===== config.mk =====
export PLATFORM = sky130hd
export DESIGN_NAME = tiered_extent_block_mapper
export DESIGN_NICKNAME = d
export VERILOG_FILES = /design/src/rtl/core/tebm_pkg.sv /design/src/rtl/core/tebm_cell.sv /design/src/rtl/core/tebm_ctrl.sv /design/src/rtl/core/tiered_extent_block_mapper.sv
export SDC_FILE = /design/constraint.sdc
export NUM_CORES = 2
export LEC_CHECK = 0
export BUFFER_PORTS_ARGS = -buffer_cell sky130_fd_sc_hd__clkbuf_2
export CAP_MARGIN = 20
export CORE_ASPECT_RATIO = 2
export CORE_MARGIN = 5
export CORE_UTILIZATION = 52
export DETAILED_ROUTE_END_ITERATION = 16
export GPL_TIMING_DRIVEN = 0
export PLACE_DENSITY = 0.66
export SLEW_MARGIN = 40
export SYNTH_ARGS = -nofsm -noshare
export SYNTH_HDL_FRONTEND = slang
export SYNTH_SLANG_ARGS = --single-unit

===== constraint.sdc =====
create_clock -name clock -period 13.1 [get_ports clock]
set_input_delay 2.62 -clock clock [delete_from_list [all_inputs] [get_ports clock]]
set_output_delay 2.62 -clock clock [all_outputs]
set_load 0.05 [all_outputs]

===== src/rtl/core/tebm_pkg.sv =====
// Shared types, codes and defaults for the tiered extent block mapper.
package tebm_pkg;

   localparam int MAX_SLOTS_DEF = 16;
   localparam int BLK_W         = 32;
   localparam int CSR_IDX_W     = 3;
   localparam int TIER_W        = 2;

   typedef enum logic [1:0] {
      STAT_MAPPED  = 2'd0,
      STAT_NEW     = 2'd1,
      STAT_HOLE    = 2'd2,
      STAT_NOSPACE = 2'd3
   } status_type;

   typedef enum logic [TIER_W-1:0] {
      TIER_CODE_NORMAL = 2'd0,
      TIER_CODE_FAST   = 2'd1,
      TIER_CODE_SLOW   = 2'd2,
      TIER_SPARE       = 2'd3
   } tier_type;

   typedef enum logic [CSR_IDX_W-1:0] {
      CSR_FILE_TIER    = 3'd0,
      CSR_FAST_START   = 3'd1,
      CSR_SLOW_START   = 3'd2,
      CSR_NORMAL_START = 3'd3,
      CSR_FREE_START   = 3'd4
   } csr_index_type;

   typedef enum logic [1:0] {
      MS_IDLE,
      MS_SEARCH,
      MS_DECIDE
   } map_state_type;

   typedef struct packed {
      logic [BLK_W-1:0] logical_block;
      logic             create;
   } req_data_type;

   typedef struct packed {
      status_type       status;
      logic [BLK_W-1:0] physical_block;
   } rsp_data_type;

   // Lookup transaction travelling along the slot chain
   typedef struct packed {
      logic             valid;
      logic [BLK_W-1:0] logical_block;
      logic             hit;
      logic [BLK_W-1:0] physical_block;
   } chain_pkt_type;

   // Extent written into one slot on allocation
   typedef struct packed {
      logic [BLK_W-1:0] logical_block;
      logic [BLK_W-1:0] physical_block;
   } slot_wr_type;

endpackage


===== src/rtl/core/tebm_cell.sv =====
// One extent slot: holds its mapping and checks the passing lookup against it.
module tebm_cell import tebm_pkg::*; (
   input  logic          clock,
   input  logic          reset,
   input  chain_pkt_type pkt_i,
   output chain_pkt_type pkt_o,
   input  logic          wr_en,
   input  slot_wr_type   wr_data
);

   logic             used_ff;
   logic [BLK_W-1:0] logical_ff;
   logic [BLK_W-1:0] physical_ff;
   chain_pkt_type    pkt_ff;
   chain_pkt_type    pkt_in;

   always_comb begin
      pkt_in = pkt_i;
      // an earlier slot hit already wins, so only claim an unclaimed lookup
      if (pkt_i.valid && !pkt_i.hit && used_ff && (logical_ff == pkt_i.logical_block)) begin
         pkt_in.hit            = 1'b1;
         pkt_in.physical_block = physical_ff;
      end
   end

   always_ff @(posedge clock) begin
      if (reset) begin
         used_ff      <= 1'b0;
         pkt_ff.valid <= 1'b0;
      end else begin
         pkt_ff.valid <= pkt_in.valid;
         if (wr_en) begin
            used_ff <= 1'b1;
         end
      end
      pkt_ff.logical_block  <= pkt_in.logical_block;
      pkt_ff.hit            <= pkt_in.hit;
      pkt_ff.physical_block <= pkt_in.physical_block;
      if (wr_en) begin
         logical_ff  <= wr_data.logical_block;
         physical_ff <= wr_data.physical_block;
      end
   end

   assign pkt_o = pkt_ff;

endmodule


===== src/rtl/core/tebm_ctrl.sv =====
// Sequencer: launches lookups, allocates blocks from the tier cursors, drives results.
module tebm_ctrl import tebm_pkg::*; #(
   parameter int MAX_SLOTS = MAX_SLOTS_DEF
) (
   input  logic                 clock,
   input  logic                 reset,
   input  logic                 req_valid,
   output logic                 req_ready,
   input  req_data_type         req_data,
   output logic                 rsp_valid,
   input  logic                 rsp_ready,
   output rsp_data_type         rsp_data,
   input  logic                 csr_we,
   input  logic [CSR_IDX_W-1:0] csr_index,
   input  logic [BLK_W-1:0]     csr_wdata,
   output chain_pkt_type        head_pkt,
   input  chain_pkt_type        tail_pkt,
   output logic [MAX_SLOTS-1:0] slot_wr_en,
   output slot_wr_type          slot_wr
);

   localparam int SLOT_W = (MAX_SLOTS > 1) ? $clog2(MAX_SLOTS) : 1;
   localparam int FILL_W = $clog2(MAX_SLOTS + 1);

   map_state_type       state_ff, state_in;
   chain_pkt_type       hold_ff, hold_in;
   logic                create_ff, create_in;
   logic                rsp_valid_ff, rsp_valid_in;
   rsp_data_type        rsp_data_ff, rsp_data_in;
   logic [TIER_W-1:0]   tier_ff, tier_in;
   logic [BLK_W-1:0]    fast_ff, fast_in;
   logic [BLK_W-1:0]    slow_ff, slow_in;
   logic [BLK_W-1:0]    normal_ff, normal_in;
   logic [BLK_W-1:0]    free_ff, free_in;
   logic [FILL_W-1:0]   fill_ff, fill_in;
   logic [BLK_W-1:0]    blk;
   logic [BLK_W-1:0]    blk_next;

   always_comb begin
      priority if (tier_ff == TIER_CODE_FAST) begin
         blk = fast_ff;
      end else if (tier_ff == TIER_CODE_SLOW) begin
         blk = slow_ff;
      end else begin
         blk = normal_ff;
      end
   end

   assign blk_next = blk + {{(BLK_W-1){1'b0}}, 1'b1};

   always_comb begin
      state_in     = state_ff;
      hold_in      = hold_ff;
      create_in    = create_ff;
      rsp_valid_in = rsp_valid_ff && !rsp_ready;
      rsp_data_in  = rsp_data_ff;
      tier_in      = tier_ff;
      fast_in      = fast_ff;
      slow_in      = slow_ff;
      normal_in    = normal_ff;
      free_in      = free_ff;
      fill_in      = fill_ff;
      slot_wr_en   = '0;
      slot_wr.logical_block  = hold_ff.logical_block;
      slot_wr.physical_block = blk;
      head_pkt.valid          = req_valid && (state_ff == MS_IDLE);
      head_pkt.logical_block  = req_data.logical_block;
      head_pkt.hit            = 1'b0;
      head_pkt.physical_block = '0;

      unique case (state_ff)
         MS_IDLE: begin
            if (req_valid) begin
               create_in = req_data.create;
               state_in  = MS_SEARCH;
            end
         end
         MS_SEARCH: begin
            if (tail_pkt.valid) begin
               hold_in  = tail_pkt;
               state_in = MS_DECIDE;
            end
         end
         MS_DECIDE: begin
            // wait until the output register is free
            if (!rsp_valid_ff || rsp_ready) begin
               rsp_valid_in = 1'b1;
               state_in     = MS_IDLE;
               priority if (hold_ff.hit) begin
                  rsp_data_in.status         = STAT_MAPPED;
                  rsp_data_in.physical_block = hold_ff.physical_block;
               end else if (!create_ff) begin
                  rsp_data_in.status         = STAT_HOLE;
                  rsp_data_in.physical_block = '0;
               end else if (free_ff == '0) begin
                  rsp_data_in.status         = STAT_NOSPACE;
                  rsp_data_in.physical_block = '0;
               end else begin
                  free_in = free_ff - {{(BLK_W-1){1'b0}}, 1'b1};
                  priority if (tier_ff == TIER_CODE_FAST) begin
                     fast_in = blk_next;
                  end else if (tier_ff == TIER_CODE_SLOW) begin
                     slow_in = blk_next;
                  end else begin
                     normal_in = blk_next;
                  end
                  if (blk == '0) begin
                     rsp_data_in.status         = STAT_NOSPACE;
                     rsp_data_in.physical_block = '0;
                  end else begin
                     rsp_data_in.status         = STAT_NEW;
                     rsp_data_in.physical_block = blk;
                     // slots fill in order, so the fill count names the lowest free slot
                     if (fill_ff != FILL_W'(MAX_SLOTS)) begin
                        slot_wr_en[fill_ff[SLOT_W-1:0]] = 1'b1;
                        fill_in = fill_ff + {{(FILL_W-1){1'b0}}, 1'b1};
                     end
                  end
               end
            end
         end
         default: begin
            state_in = MS_IDLE;
         end
      endcase

      if (csr_we) begin
         unique case (csr_index)
            CSR_FILE_TIER:    tier_in   = csr_wdata[TIER_W-1:0];
            CSR_FAST_START:   fast_in   = csr_wdata;
            CSR_SLOW_START:   slow_in   = csr_wdata;
            CSR_NORMAL_START: normal_in = csr_wdata;
            CSR_FREE_START:   free_in   = csr_wdata;
            default: begin
            end
         endcase
      end
   end

   always_ff @(posedge clock) begin
      if (reset) begin
         state_ff     <= MS_IDLE;
         rsp_valid_ff <= 1'b0;
         tier_ff      <= TIER_CODE_NORMAL;
         fast_ff      <= '0;
         slow_ff      <= '0;
         normal_ff    <= '0;
         free_ff      <= '0;
         fill_ff      <= '0;
      end else begin
         state_ff     <= state_in;
         rsp_valid_ff <= rsp_valid_in;
         tier_ff      <= tier_in;
         fast_ff      <= fast_in;
         slow_ff      <= slow_in;
         normal_ff    <= normal_in;
         free_ff      <= free_in;
         fill_ff      <= fill_in;
      end
      hold_ff     <= hold_in;
      create_ff   <= create_in;
      rsp_data_ff <= rsp_data_in;
   end

   assign req_ready = (state_ff == MS_IDLE);
   assign rsp_valid = rsp_valid_ff;
   assign rsp_data  = rsp_data_ff;

endmodule


===== src/rtl/core/tiered_extent_block_mapper.sv =====
// Tiered extent block mapper: top level joining the sequencer and the slot chain.
//
// Maps a file's logical block to a physical block through MAX_SLOTS one-block
// extents. Requests arrive on req_valid/req_ready/req_data (logical block and
// create flag); one result per request leaves on rsp_valid/rsp_ready/rsp_data
// (status and physical block). Configuration is written through csr_we,
// csr_index and csr_wdata: tier select, the three tier cursors and the free
// counter; write it only while no transaction is in flight.
// Each lookup walks the slot chain one cell per cycle, starting at the
// accepting edge; the hold register captures the chain output behind the last
// cell and allocation is resolved from it in the decide state, which waits for
// the output register to be free. One transaction is in flight at a time.
// The result sits in an output register, so the next request is accepted while
// an earlier result waits; a stalled receiver holds rsp_data steady and stops
// further results from being produced.
// Reset clears all slots, cursors, the free counter and the tier select; no
// clearing pass is needed.
module tiered_extent_block_mapper import tebm_pkg::*; #(
   parameter int MAX_SLOTS = MAX_SLOTS_DEF
) (
   input  logic                 clock,
   input  logic                 reset,
   input  logic                 req_valid,
   output logic                 req_ready,
   input  req_data_type         req_data,
   output logic                 rsp_valid,
   input  logic                 rsp_ready,
   output rsp_data_type         rsp_data,
   input  logic                 csr_we,
   input  logic [CSR_IDX_W-1:0] csr_index,
   input  logic [BLK_W-1:0]     csr_wdata
);

   chain_pkt_type        chain_pkt [MAX_SLOTS+1];
   logic [MAX_SLOTS-1:0] slot_wr_en;
   slot_wr_type          slot_wr;

   tebm_ctrl #(.MAX_SLOTS(MAX_SLOTS)) u_ctrl (
      .clock      (clock),
      .reset      (reset),
      .req_valid  (req_valid),
      .req_ready  (req_ready),
      .req_data   (req_data),
      .rsp_valid  (rsp_valid),
      .rsp_ready  (rsp_ready),
      .rsp_data   (rsp_data),
      .csr_we     (csr_we),
      .csr_index  (csr_index),
      .csr_wdata  (csr_wdata),
      .head_pkt   (chain_pkt[0]),
      .tail_pkt   (chain_pkt[MAX_SLOTS]),
      .slot_wr_en (slot_wr_en),
      .slot_wr    (slot_wr)
   );

   for (genvar i = 0; i < MAX_SLOTS; i++) begin : g_slot
      tebm_cell u_cell (
         .clock   (clock),
         .reset   (reset),
         .pkt_i   (chain_pkt[i]),
         .pkt_o   (chain_pkt[i+1]),
         .wr_en   (slot_wr_en[i]),
         .wr_data (slot_wr)
      );
   end

endmodule


==> metrics.cfg <==
[finish]
postLayoutCoreUtil_pct = 60.30
final_cell_mix = dfxtp_1, edfxtp_1, mux2_2
nNetsFinal = 5233
area_growth_pct = 15.13
seq_area_mm2 = 0.05798
layout_commonest_cell = dfxtp_1
nFillCells = 10910
finish.instance_area_mm2 = 0.08783
multiInputGateArea_mm2 = 0.01779
drive_above_1_share_pct = 22.62

[global_route]
grt_pass1_wl_mm = 297.8
grt_max_degree = 51
antenna_found_initial = 4
grt.overflow.total = 0
grt_util_all_layers_pct = 26.90
grt_pass1_vias = 42180

[timing]
max_freq_mhz = 166.2
hold_ws_ps = 328.1
setup_ws_ps = 7082
rsz0062_at_grt = no
tns_ps = 0
worstMarginPinSlew_ps = 880.9
min_period_ps = 6018
finalClockSkew_ps = 68.13
setup_viol = 0
slew_headroom_pct = 41.27
hold_violations = 0
period_share_pct = 45.94
slew_viol_final = 0

[clocking]
cts_resized = 0
clk_latency_ps = 850
ctsHoldBuffers = 0
ctsLongestPathBuffers = 4
clk_pin_slew_worst_paths_ps = 70
cts_setup_buffers = 0
clock_sinks = 2334
cts_tree = done
clockRootBuffer = clkbuf_16
htree_levels = 4
numCtsBuffers = 197

[power]
static-leakage-power_nw = 30.55
peakVddDrop_v = 0.0001203
p_per_area_mw_per_mm2 = 158.7

[hold_path]
min_from = g_slot[1].u_cell.pkt_o[45]
min_path_type = flop to flop

[setup_path]
required_ps = 13590
worst_ep_arrival_time_ps = 6510
path_max_fanout = 7
critPathLaunchType = primary input
crit_type = primary input to flop
end_kind = flop
cp-startpoint = rsp_ready
timing.rr.start = u_ctrl.tier_ff[1]

[placed_design]
place_area_mm2 = 0.08135
dpl.hpwl_mm = 155.1
finalWeightedCongestion = 0.9731
numPortBuffers = 108
pre_cts_slack_ps = 6321

[synthesis]
synth_flop_cell = dfxtp_1
synth_edf_count = 1124
syn-num-nets = 4772
yosys_warnings = 0
synth_cells = 4691
netlist_area_mm2 = 0.07629
synth-async-reset-ratio_pct = 0
syn-mean-instance-area_um2 = 16.26
synth.distinct_cells = 68
ys_ff_latch = 2334
ys_seq_area_share_pct = 76.00

[detailed_routing]
drt_wl_total_mm = 209.5
wl_per_cell_um = 29.06
drtAntennaViolNets = 0
drc_errors = 0
drt-initial-drc-count = 2923
vias = 40360
drt_pass1_iterations = 6
avgViaCountPerCell = 5.596

[die]
placementRows = 198
start_util_pct = 52.37
die_height_um = 551.7
io_pins = 109
die-area_mm2 = 0.1549
fp.dieW_um = 280.8
core_area_mm2 = 0.1457

[flow_run]
cap_violations = 0

[run_status]
status = completed

[worst max-delay path, stage by stage]
cell,delay [ps]
clkbuf_2,70
nand2b_1,150
nor2b_4,250
and2_1,160
clkbuf_1,270
and2_1,180
clkbuf_1,560
o2111ai_1,580
nor3_2,330
buf_4,230
buf_2,240
buf_2,260
buf_4,220
buf_6,150
buf_2,220
[report_power, final]
group	internal, mW	switching, mW
Clock	3.32	2.59
Combinational	0.0965	0.171
Sequential	7.68	0.0853
[path summary, 6_finish.rpt]
| check | to | slack (ps) | cells after the start |
|---|---|---|---|
| hold / removal | g_slot[2].u_cell.pkt_o[45] | 330 | 0 |
| setup / recovery | g_slot[3].u_cell.logical_ff[6] | 7080 | 15 |
| hold reg to reg | g_slot[2].u_cell.pkt_o[45] | 330 | 0 |
| setup reg to reg | g_slot[3].u_cell.logical_ff[6] | 7960 | 16 |
[metrics by stage]
step	total power [mW]	instances
final	13.94	7211
after global routing	14.35	7210
after CTS	14.03	7209
after detailed placement	8.195	6853
after global placement	8.186	6699
after floorplan	8.037	4691
[layer usage]
metal / share of wire, % / GRT usage, %
met1: 34 / 27.60
met2: 55 / 51.51
met3: 3.6 / 3.041
met4: 7.9 / 16.63
met5: 0.0095 / 0
[state kept, by name (all words and copies together) (netlist names)]
name,count
u_ctrl.create_ff,1
u_ctrl.fill_ff,5
u_ctrl.hold_ff,33
g_slot.u_cell.logical_ff,512
u_ctrl.slow_ff,32
u_ctrl.slot_wr,32
g_slot.u_cell.physical_ff,512
u_ctrl.fast_ff,32
g_slot.u_cell.pkt_o,1056
u_ctrl.rsp_valid,1
u_ctrl.rsp_data,34
u_ctrl.normal_ff,32
u_ctrl.tier_ff,2
u_ctrl.state_ff,2
u_ctrl.free_ff,32
g_slot.u_cell.used_ff,16
[Yosys cell counts (16+ instances only)]
cell / count / area share (%)
a31oi_1: 19 / 0.16
inv_1: 18 / 0.089
nand3_1: 62 / 0.41
xor2_1: 108 / 1.2
clkbuf_1: 115 / 0.57
dfxtp_1: 1210 / 32
o22ai_1: 57 / 0.47
o31ai_1: 20 / 0.20
mux2_2: 495 / 7.3
nor2_1: 119 / 0.59
nor4_1: 71 / 0.58
nor2b_1: 24 / 0.20
edfxtp_1: 1124 / 44
mux2i_1: 77 / 1.0
xnor2_1: 450 / 5.2
nand4_1: 134 / 1.1
and2_1: 39 / 0.32
nor3_1: 66 / 0.43
a21oi_1: 26 / 0.17
a211oi_1: 30 / 0.30
nand2_1: 121 / 0.60
o21ai_0: 72 / 0.47
nand2b_1: 28 / 0.23
and3_1: 17 / 0.14
or2_2: 16 / 0.13
[final cells by class]
| cell class | instances | share of cell area (%) |
|---|---|---|
| plain buffers | 144 | 0.7892 |
| multi-input cells | 2183 | 20.25 |
| clock inverters | 81 | 0.9373 |
| well taps | 1900 | 2.707 |
| repair buffers | 262 | 2.715 |
| clock buffers | 275 | 6.436 |
| diodes | 2 | 0.005698 |
| inverters | 30 | 0.1482 |
| flip-flops and latches | 2334 | 66.01 |
[kinds of logic (layout without fill, tap and decap cells)]
family	Yosys count	after routing	share of synthesized area [%]
flops	2334	2334	76.00
simple gates	743	743	5.291
mux	589	589	8.745
xor+xnor	558	558	6.406
compound gates	285	285	2.401
buf+inv	174	792	1.030
fa+ha+maj	8	8	0.1312
other cells	0	2	0
Power figures use the tool's default switching activity.
